$ cat src/hdl/pctd_pkg.sv
// ----------------------------------------------------------------------------
// pctd_pkg
// Shared types and constants for the PID controller with tick-based
// derivative: sequencer states, configuration register indexes and result width.
// ----------------------------------------------------------------------------
package pctd_pkg;

  // Configuration register index port width and register indexes
  localparam int CFG_IDX_W = 2;
  localparam logic [CFG_IDX_W-1:0] CFG_GAIN_P = 2'd0;
  localparam logic [CFG_IDX_W-1:0] CFG_GAIN_I = 2'd1;
  localparam logic [CFG_IDX_W-1:0] CFG_GAIN_D = 2'd2;

  // Result field width
  localparam int DRIVE_W = 32;

  // Sequencer states
  typedef enum logic [3:0] {
    ST_IDLE,
    ST_MUL_I,
    ST_ADD_I,
    ST_MUL_P,
    ST_ADD_P,
    ST_DIV,
    ST_MUL_D,
    ST_ADD_D,
    ST_OUT
  } pctd_state_t;

endpackage

$ cat src/hdl/pid_controller_tick_derivative.sv
// ----------------------------------------------------------------------------
// pid_controller_tick_derivative
// PID controller per sample: error, saturating integral, derivative over the
// ticks elapsed, and a saturated drive, computed by one shared multiplier,
// one shared adder and a bit-serial divider under a small sequencer.
// ----------------------------------------------------------------------------
//
//  channel | direction | handshake        | payload
//  --------+-----------+------------------+---------------------------------
//  in_     | input     | tvalid / tready  | tdata: measured, setpoint, tick_now
//  out_    | output    | tvalid / tready  | tdata: drive; tuser: saturated
//  cfg_    | input     | we (no wait)     | index, data: gain register write
//
//  Each item runs through its steps in order: multiply and add for the
//  integral, multiply and add for the proportional term, the bit-serial
//  divider's DATA_WIDTH + 1 steps, multiply and add for the derivative,
//  and the output step; the three multiplies and three adds use the shared units.
//  in_tready is high only while the sequencer is idle. A finished result
//  sits in the output register, so the next item is accepted while it waits;
//  the sequencer holds in its final step only if the register is still full.
//  rst_n is synchronous, active low; it restores the gains and clears the
//  integral, previous error and previous tick.
//
module pid_controller_tick_derivative
  import pctd_pkg::*;
#(
  parameter int DATA_WIDTH = 16,
  parameter int FRAC_BITS  = 8,
  parameter int TICK_WIDTH = 32,
  parameter int ACC_WIDTH  = 40
) (
  input  logic clk,
  input  logic rst_n,
  // measured [DATA_WIDTH-1:0], setpoint, tick_now, zero fill to whole bytes
  input  logic [((2*DATA_WIDTH+TICK_WIDTH+7)/8)*8-1:0] in_tdata,
  input  logic                                         in_tvalid,
  output logic                                         in_tready,
  // drive [31:0]
  output logic [DRIVE_W-1:0]                           out_tdata,
  // saturated [0]
  output logic                                         out_tuser,
  output logic                                         out_tvalid,
  input  logic                                         out_tready,
  input  logic                                         cfg_we,
  input  logic [CFG_IDX_W-1:0]                         cfg_index,
  input  logic [DATA_WIDTH-1:0]                        cfg_data
);

  // Widths: error, error change, dividend magnitude, product, datapath
  localparam int EW = DATA_WIDTH + 1;
  localparam int DFW = DATA_WIDTH + 2;
  localparam int NW = DATA_WIDTH + 1;
  localparam int PW = 2 * DATA_WIDTH + 2;
  localparam int SW = (2 * DATA_WIDTH + 3 > 66) ? 2 * DATA_WIDTH + 3 : 66;
  localparam int CW = $clog2(NW + 1);

  // Clip bounds, sign-extended to the datapath width
  localparam logic signed [SW-1:0] MAX64 = {{(SW-63){1'b0}}, {63{1'b1}}};
  localparam logic signed [SW-1:0] MIN64 = {{(SW-63){1'b1}}, {63{1'b0}}};
  localparam logic signed [SW-1:0] MAXACC =
    {{(SW-ACC_WIDTH+1){1'b0}}, {(ACC_WIDTH-1){1'b1}}};
  localparam logic signed [SW-1:0] MINACC =
    {{(SW-ACC_WIDTH+1){1'b1}}, {(ACC_WIDTH-1){1'b0}}};
  localparam logic signed [SW-1:0] MAXDRV =
    {{(SW-DRIVE_W+1){1'b0}}, {(DRIVE_W-1){1'b1}}};
  localparam logic signed [SW-1:0] MINDRV =
    {{(SW-DRIVE_W+1){1'b1}}, {(DRIVE_W-1){1'b0}}};

  function automatic logic signed [SW-1:0] clip(input logic signed [SW-1:0] x,
                                                input logic signed [SW-1:0] lo,
                                                input logic signed [SW-1:0] hi);
    if (x > hi) begin
      return hi;
    end else if (x < lo) begin
      return lo;
    end
    return x;
  endfunction

  function automatic logic beyond(input logic signed [SW-1:0] x,
                                  input logic signed [SW-1:0] lo,
                                  input logic signed [SW-1:0] hi);
    return (x > hi) || (x < lo);
  endfunction

  // Input fields
  logic signed [DATA_WIDTH-1:0] in_measured;
  logic signed [DATA_WIDTH-1:0] in_setpoint;
  logic        [TICK_WIDTH-1:0] in_tick_now;

  assign in_measured = in_tdata[DATA_WIDTH-1:0];
  assign in_setpoint = in_tdata[2*DATA_WIDTH-1:DATA_WIDTH];
  assign in_tick_now = in_tdata[2*DATA_WIDTH+TICK_WIDTH-1:2*DATA_WIDTH];

  // Registers
  pctd_state_t                  state_r, state_nxt;
  logic signed [DATA_WIDTH-1:0] gain_p_r, gain_i_r, gain_d_r;
  logic signed [ACC_WIDTH-1:0]  integ_r, integ_nxt;
  logic signed [EW-1:0]         prev_err_r, prev_err_nxt;
  logic        [TICK_WIDTH-1:0] prev_tick_r, prev_tick_nxt;
  logic signed [EW-1:0]         err_r, err_nxt;
  logic                         neg_r, neg_nxt;
  logic        [TICK_WIDTH-1:0] div_r, div_nxt;
  logic        [TICK_WIDTH-1:0] rem_r, rem_nxt;
  logic        [NW-1:0]         quo_r, quo_nxt;
  logic        [CW-1:0]         cnt_r, cnt_nxt;
  logic signed [PW-1:0]         prod_r, prod_nxt;
  logic signed [SW-1:0]         sum_r, sum_nxt;
  logic                         sat_r, sat_nxt;
  logic        [DRIVE_W-1:0]    drive_r, drive_nxt;
  logic                         osat_r, osat_nxt;
  logic                         ovalid_r, ovalid_nxt;

  // Datapath signals
  logic                         in_acc;
  logic                         out_free;
  logic signed [EW-1:0]         err_in;
  logic signed [DFW-1:0]        diff_in;
  logic        [DFW-1:0]        diff_mag;
  logic        [TICK_WIDTH-1:0] elapsed;
  logic signed [DFW-1:0]        deriv;
  logic signed [DATA_WIDTH-1:0] mul_a;
  logic signed [DFW-1:0]        mul_b;
  logic signed [PW-1:0]         mul_p;
  logic signed [SW-1:0]         prod_ext;
  logic signed [SW-1:0]         prod_clip;
  logic signed [SW-1:0]         add_a;
  logic signed [SW-1:0]         add_s;
  logic signed [SW-1:0]         add_clip;
  logic        [TICK_WIDTH:0]   trial;
  logic        [TICK_WIDTH:0]   trial_sub;
  logic signed [SW-1:0]         shifted;

  assign in_tready = (state_r == ST_IDLE);
  assign in_acc    = in_tvalid && in_tready;
  assign out_free  = !ovalid_r || out_tready;

  // Front end: error, error change and elapsed ticks
  assign err_in   = EW'(in_setpoint) - EW'(in_measured);
  assign diff_in  = DFW'(err_in) - DFW'(prev_err_r);
  assign diff_mag = diff_in[DFW-1] ? DFW'(-diff_in) : DFW'(diff_in);
  assign elapsed  = (in_tick_now == prev_tick_r) ? TICK_WIDTH'(1)
                                                  : in_tick_now - prev_tick_r;

  // Signed quotient from the divider
  assign deriv = neg_r ? -DFW'({1'b0, quo_r}) : DFW'({1'b0, quo_r});

  // Shared multiplier operand select
  always_comb begin
    case (state_r)
      ST_MUL_I: mul_a = gain_i_r;
      ST_MUL_D: mul_a = gain_d_r;
      default:  mul_a = gain_p_r;
    endcase
    mul_b = (state_r == ST_MUL_D) ? deriv : DFW'(err_r);
  end

  assign mul_p = PW'(mul_a) * PW'(mul_b);

  // Shared adder: clipped product plus integral or running sum
  assign prod_ext  = SW'(prod_r);
  assign prod_clip = clip(prod_ext, MIN64, MAX64);
  assign add_a     = (state_r == ST_ADD_D) ? sum_r : SW'(integ_r);
  assign add_s     = add_a + prod_clip;
  assign add_clip  = clip(add_s, MIN64, MAX64);

  // Divider step: shift in the next dividend bit, subtract if it fits
  assign trial     = {rem_r, quo_r[NW-1]};
  assign trial_sub = trial - {1'b0, div_r};

  // Scale the sum back and clip to the drive range
  assign shifted = sum_r >>> FRAC_BITS;

  // Sequencer and datapath next state
  always_comb begin
    state_nxt     = state_r;
    integ_nxt     = integ_r;
    prev_err_nxt  = prev_err_r;
    prev_tick_nxt = prev_tick_r;
    err_nxt       = err_r;
    neg_nxt       = neg_r;
    div_nxt       = div_r;
    rem_nxt       = rem_r;
    quo_nxt       = quo_r;
    cnt_nxt       = cnt_r;
    prod_nxt      = prod_r;
    sum_nxt       = sum_r;
    sat_nxt       = sat_r;
    drive_nxt     = drive_r;
    osat_nxt      = osat_r;
    ovalid_nxt    = ovalid_r;

    // Drop the result once taken
    if (ovalid_r && out_tready) begin
      ovalid_nxt = 1'b0;
    end

    case (state_r)
      ST_IDLE: begin
        if (in_acc) begin
          err_nxt       = err_in;
          neg_nxt       = diff_in[DFW-1];
          quo_nxt       = diff_mag[NW-1:0];
          div_nxt       = elapsed;
          rem_nxt       = '0;
          cnt_nxt       = '0;
          sat_nxt       = 1'b0;
          prev_err_nxt  = err_in;
          prev_tick_nxt = in_tick_now;
          state_nxt     = ST_MUL_I;
        end
      end
      ST_MUL_I: begin
        prod_nxt  = mul_p;
        state_nxt = ST_ADD_I;
      end
      ST_ADD_I: begin
        integ_nxt = ACC_WIDTH'(clip(add_clip, MINACC, MAXACC));
        sat_nxt   = sat_r || beyond(prod_ext, MIN64, MAX64) ||
                    beyond(add_s, MIN64, MAX64) || beyond(add_clip, MINACC, MAXACC);
        state_nxt = ST_MUL_P;
      end
      ST_MUL_P: begin
        prod_nxt  = mul_p;
        state_nxt = ST_ADD_P;
      end
      ST_ADD_P: begin
        sum_nxt   = add_clip;
        sat_nxt   = sat_r || beyond(prod_ext, MIN64, MAX64) || beyond(add_s, MIN64, MAX64);
        state_nxt = ST_DIV;
      end
      ST_DIV: begin
        // Advance one quotient bit
        if (!trial_sub[TICK_WIDTH]) begin
          rem_nxt = trial_sub[TICK_WIDTH-1:0];
          quo_nxt = {quo_r[NW-2:0], 1'b1};
        end else begin
          rem_nxt = trial[TICK_WIDTH-1:0];
          quo_nxt = {quo_r[NW-2:0], 1'b0};
        end
        cnt_nxt = cnt_r + CW'(1);
        if (cnt_r == CW'(NW - 1)) begin
          state_nxt = ST_MUL_D;
        end
      end
      ST_MUL_D: begin
        prod_nxt  = mul_p;
        state_nxt = ST_ADD_D;
      end
      ST_ADD_D: begin
        sum_nxt   = add_clip;
        sat_nxt   = sat_r || beyond(prod_ext, MIN64, MAX64) || beyond(add_s, MIN64, MAX64);
        state_nxt = ST_OUT;
      end
      ST_OUT: begin
        // Hold until the output register is free
        if (out_free) begin
          drive_nxt  = DRIVE_W'(clip(shifted, MINDRV, MAXDRV));
          osat_nxt   = sat_r || beyond(shifted, MINDRV, MAXDRV);
          ovalid_nxt = 1'b1;
          state_nxt  = ST_IDLE;
        end
      end
      default: begin
        state_nxt = ST_IDLE;
      end
    endcase
  end

  // Control state and item state
  always_ff @(posedge clk) begin
    if (!rst_n) begin
      state_r     <= ST_IDLE;
      integ_r     <= '0;
      prev_err_r  <= '0;
      prev_tick_r <= '0;
      ovalid_r    <= 1'b0;
      cnt_r       <= '0;
      sat_r       <= 1'b0;
    end else begin
      state_r     <= state_nxt;
      integ_r     <= integ_nxt;
      prev_err_r  <= prev_err_nxt;
      prev_tick_r <= prev_tick_nxt;
      ovalid_r    <= ovalid_nxt;
      cnt_r       <= cnt_nxt;
      sat_r       <= sat_nxt;
    end
  end

  // Gain registers
  always_ff @(posedge clk) begin
    if (!rst_n) begin
      gain_p_r <= DATA_WIDTH'(256);
      gain_i_r <= '0;
      gain_d_r <= '0;
    end else if (cfg_we) begin
      case (cfg_index)
        CFG_GAIN_P: gain_p_r <= cfg_data;
        CFG_GAIN_I: gain_i_r <= cfg_data;
        CFG_GAIN_D: gain_d_r <= cfg_data;
        default: ;
      endcase
    end
  end

  // Payload registers
  always_ff @(posedge clk) begin
    err_r   <= err_nxt;
    neg_r   <= neg_nxt;
    div_r   <= div_nxt;
    rem_r   <= rem_nxt;
    quo_r   <= quo_nxt;
    prod_r  <= prod_nxt;
    sum_r   <= sum_nxt;
    drive_r <= drive_nxt;
    osat_r  <= osat_nxt;
  end

  assign out_tdata  = drive_r;
  assign out_tuser  = osat_r;
  assign out_tvalid = ovalid_r;

  // Checks
  a_div_nonzero: assert property (@(posedge clk) disable iff (!rst_n)
    state_r == ST_DIV |-> div_r != '0)
    else $error("divider running with zero divisor");

  a_div_count: assert property (@(posedge clk) disable iff (!rst_n)
    state_r == ST_DIV |-> cnt_r < CW'(NW))
    else $error("divider step count out of range");

  a_result_load: assert property (@(posedge clk) disable iff (!rst_n)
    (state_r == ST_OUT && out_free) |=> (out_tvalid && state_r == ST_IDLE))
    else $error("result not loaded on final step");

  a_accept_start: assert property (@(posedge clk) disable iff (!rst_n)
    in_acc |=> (state_r == ST_MUL_I && cnt_r == '0 && !sat_r))
    else $error("item accepted without starting the sequence");

endmodule
$ cat config.mk
export PLATFORM = sky130hd
export DESIGN_NAME = pid_controller_tick_derivative
export DESIGN_NICKNAME = d
export VERILOG_FILES = /design/src/hdl/pctd_pkg.sv /design/src/hdl/pid_controller_tick_derivative.sv
export SDC_FILE = /design/constraint.sdc
export NUM_CORES = 2
export LEC_CHECK = 0
export BUFFER_PORTS_ARGS = -buffer_cell sky130_fd_sc_hd__buf_2
export CAP_MARGIN = 10
export CORE_MARGIN = 8
export CORE_UTILIZATION = 40
export DETAILED_ROUTE_END_ITERATION = 8
export PLACE_DENSITY = 0.66
export RECOVER_POWER = 25
export SYNTH_ARGS = -nofsm -noshare
export SYNTH_HDL_FRONTEND = slang
export SYNTH_SLANG_ARGS = --single-unit
$ cat constraint.sdc
create_clock -name clk -period 11.8 [get_ports clk]
set_clock_uncertainty 0.05 [all_clocks]
set_input_delay 2.36 -clock clk [delete_from_list [all_inputs] [get_ports clk]]
set_output_delay 2.36 -clock clk [all_outputs]
set_load 0.01 [all_outputs]
==> results.sh <==
export IMPL_status="complete, but fails checks"
export IMPL_failed_checks="max-capacitance violations, max-slew violations"
export IMPL_rsz0062_at_grt="false"
export IMPL_num_vias=28600
export IMPL_ant_nets=0
export IMPL_dieHeight_um=312
export IMPL_yosys_top_cells_area="edfxtp_1 20%, fa_1 17%, ha_1 8.9%"
export IMPL_slowest_stage="a21oi_1"
export IMPL_viasPerCell=5.38
export IMPL_post_cts_resized=0
export IMPL_drt_wl_total_mm=93.8
export IMPL_sw_frac_of_total_pct=45.0
export IMPL_dpl_instance_area_um2=36900
export IMPL_cts_root_buf="clkbuf_16"
export IMPL_powerDensity_nw_per_um2=198
export IMPL_min_path_type="flip-flop to flip-flop"
export IMPL_yosys_top_cells_count="806 x nand2_1, 444 x inv_1, 363 x a21oi_1, 321 x nor2_1, 295 x fa_1"
export IMPL_crit_family="compound AO/OA/AOI/OAI gates"
export IMPL_switching_power_uw=3410
export IMPL_synth_yosys_seq_area_share_pct=28.2
export IMPL_hpwl_mm=73.0
export IMPL_syn_nets=4730
export IMPL_synthCells=4097
export IMPL_hold_viol=0
export IMPL_grt_pass1_wl_mm=152
export IMPL_cts_sinks=380
export IMPL_gr_usage_met1_pct=24.3
export IMPL_fill_cells=8548
export IMPL_relSlewSlack_pct=-181
export IMPL_tritoncts="done"
export IMPL_multi_input_area_um2=23000
export IMPL_routedWlPerCell_um=17.6
export IMPL_area_delta_synth_final_pct=8.97
export IMPL_clock_fmax_ghz=0.0993
export IMPL_grt_use_met3_pct=3.17
export IMPL_busiest_layer="met2"
export IMPL_fin_setup_tns_ps=0
export IMPL_die_x_um=312
export IMPL_end_kind="flip-flop"
export IMPL_path_buf_inv=4
export IMPL_r2r_slack_ps=1730
export IMPL_timing_critical_path_mode_cell="fa_1"
export IMPL_worstSkewPairLatency_ps=610
export IMPL_cp_max_fo=12
export IMPL_min_to="prev_tick_r[22]"
export IMPL_crit_required_ps=12070
export IMPL_min_period_ps=10070
export IMPL_reg2reg_depth=33
export IMPL_clkTransAtPathRegs_ps=60
export IMPL_place_congestion=0.933
export IMPL_peakVddDrop_mv=0.156
export IMPL_total_power_uw=7580
export IMPL_async_flop_share_pct=0
export IMPL_rr_startpoint="quo_r[1]"
export IMPL_yosys_most_used_dff="edfxtp_1"
export IMPL_setup_violations=0
export IMPL_fin_crit_sh_pct=85.4
export IMPL_grt_pass1_vias=28600
export IMPL_p_comb_share_pct=56.0
export IMPL_worst_setup_path_type="flip-flop to flip-flop"
export IMPL_power_frac_seq_pct=25.9
export IMPL_max_stage_delay_ps=840
export IMPL_worst_pin_slew_ps=4210
export IMPL_port_buffers=121
export IMPL_yosys_area_top_type="edfxtp_1"
export IMPL_io_pins=122
export IMPL_yosys_warnings=0
export IMPL_synth_most_common_cell="nand2_1"
export IMPL_cts_buffers=43
export IMPL_synth_seq_cells=380
export IMPL_placed_cells=5242
export IMPL_design_core_area_um2=86900
export IMPL_cp_start_kind="flip-flop"
export IMPL_htreeDepth=2
export IMPL_maxCapViolations=4
export IMPL_yosysTopAreaCellShare_pct=19.8
export IMPL_hold_buffers=0
export IMPL_drc=0
export IMPL_p_clk_share_pct=18.1
export IMPL_drive_above_1_share_pct=6.77
export IMPL_post_cts_buffers=0
export IMPL_syn_area_per_cell_um2=8.58
export IMPL_ys_types=93
export IMPL_design_area_um2=38300
export IMPL_grt_ovfl_total=0
export IMPL_antenna_found_initial=6
export IMPL_syn_cell_area_um2=35200
export IMPL_final_cells=5323
export IMPL_grt_total_usage_pct=18.9
export IMPL_p_leak_uw=0.0169
export IMPL_use_met2_pct=32.1
export IMPL_slew_violations=168
export IMPL_synth_edf_count=232
export IMPL_dr_pass1_iters=5
export IMPL_power_internal_uw=4160
export IMPL_rows=108
export IMPL_drt_iter0_markers=2115
export IMPL_layout_nets=4765
export IMPL_cts_max_path_buffers=3
export IMPL_grt_max_degree=80
export IMPL_cp_arrival_ps=10340
export IMPL_seq_area_um2=9930
export IMPL_die_area_um2=97600
export IMPL_rr_endpoint="prod_r[33]"
export IMPL_start_util_pct=40.5
export IMPL_hp_start="prev_tick_r[22]"
export IMPL_hold_depth=2
## power by group through the flow
stage,Clock (µW),Sequential [µW],Combinational [µW]
after floorplan,0,1940,3190
after global placement,0,1980,4140
after detailed placement,0,1990,4210
after CTS,1400,1960,4230
after global routing,1450,1990,4740
final,1370,1960,4240
## routing by layer
layer / up-vias / part of all wire [%]
met5: - / 0.016
met4: 4 / 3.6
met3: 184 / 5.7
met2: 813 / 47
met1: 13700 / 43
li1: 13900 / -
## logic make-up after synthesis
family	synth area share [%]
and+or+nand+nor	18.2
AOI/OAI and AO/OA	16.1
buffers and inverters	6.65
adders and majority gates	25.7
DFF	28.2
xor gates and xnor gates	4.85
muxes	0.206
## worst max-delay path by stage
stage | start | to | slack (ps) | cells after the start
after floorplan | quo_r[1] | prod_r[33] | 2820 | 34
after global placement | quo_r[1] | prod_r[33] | 1880 | 33
after detailed placement | quo_r[1] | prod_r[33] | 1740 | 33
after CTS | quo_r[1] | prod_r[33] | 1710 | 33
after global routing | quo_r[0] | prod_r[33] | 970 | 33
final | quo_r[1] | prod_r[33] | 1730 | 33
## area by class of cell
class | instances | share of cell area [%]
Clock buffer | 61 | 3.21
Multi-Input combinational cell | 3108 | 60.0
Tap cell | 1155 | 3.77
Inverter | 447 | 4.38
Timing Repair Buffer | 152 | 2.17
Sequential cell | 380 | 25.9
Clock inverter | 19 | 0.585
Antenna cell | 1 | 0.00653
## registers in the layout (all words and copies together) (netlist names), 32 cells and up
signal	cells
integ_r	40
div_r	32
out_tdata	32
rem_r	32
prod_r	34
prev_tick_r	32
sum_r	66
## through the flow
step	setup WS [ps]	hold slack (ps)	util [%]
CTS	1710	405	44.1
finish	1730	404	44.1
detailed placement	1740	396	42.5
global placement	1880	392	42.5
floorplan	2820	373	-
global route	975	418	44.1
## layout by cell type, fill, tap and decap left out, types with 40 or more instances in the layout
cell,netlist,routed
nor3_1,55,54
nand4_1,48,48
clkbuf_16,0,44
ha_1,251,251
a221o_1,40,40
inv_1,444,444
a21oi_1,363,361
fa_1,295,295
edfxtp_1,232,232
xnor2_1,115,115
nor2_1,321,319
nand3_1,43,43
dfxtp_1,148,148
nand2_1,806,804
buf_2,17,120
a21o_1,81,81
o21ai_0,112,112
xor2_1,74,74
## worst register-to-register path: cells and delay by family (launching register included)
| kind | cells | cell delay, ps |
|---|---|---|
| compound gates | 13 | 3620 |
| fa+ha+maj | 8 | 3530 |
| simple gates | 6 | 1670 |
| flops | 1 | 440 |
| xor+xnor | 2 | 270 |
| buf+inv | 4 | 240 |
Note: power is estimated with default switching activity, not from simulation.
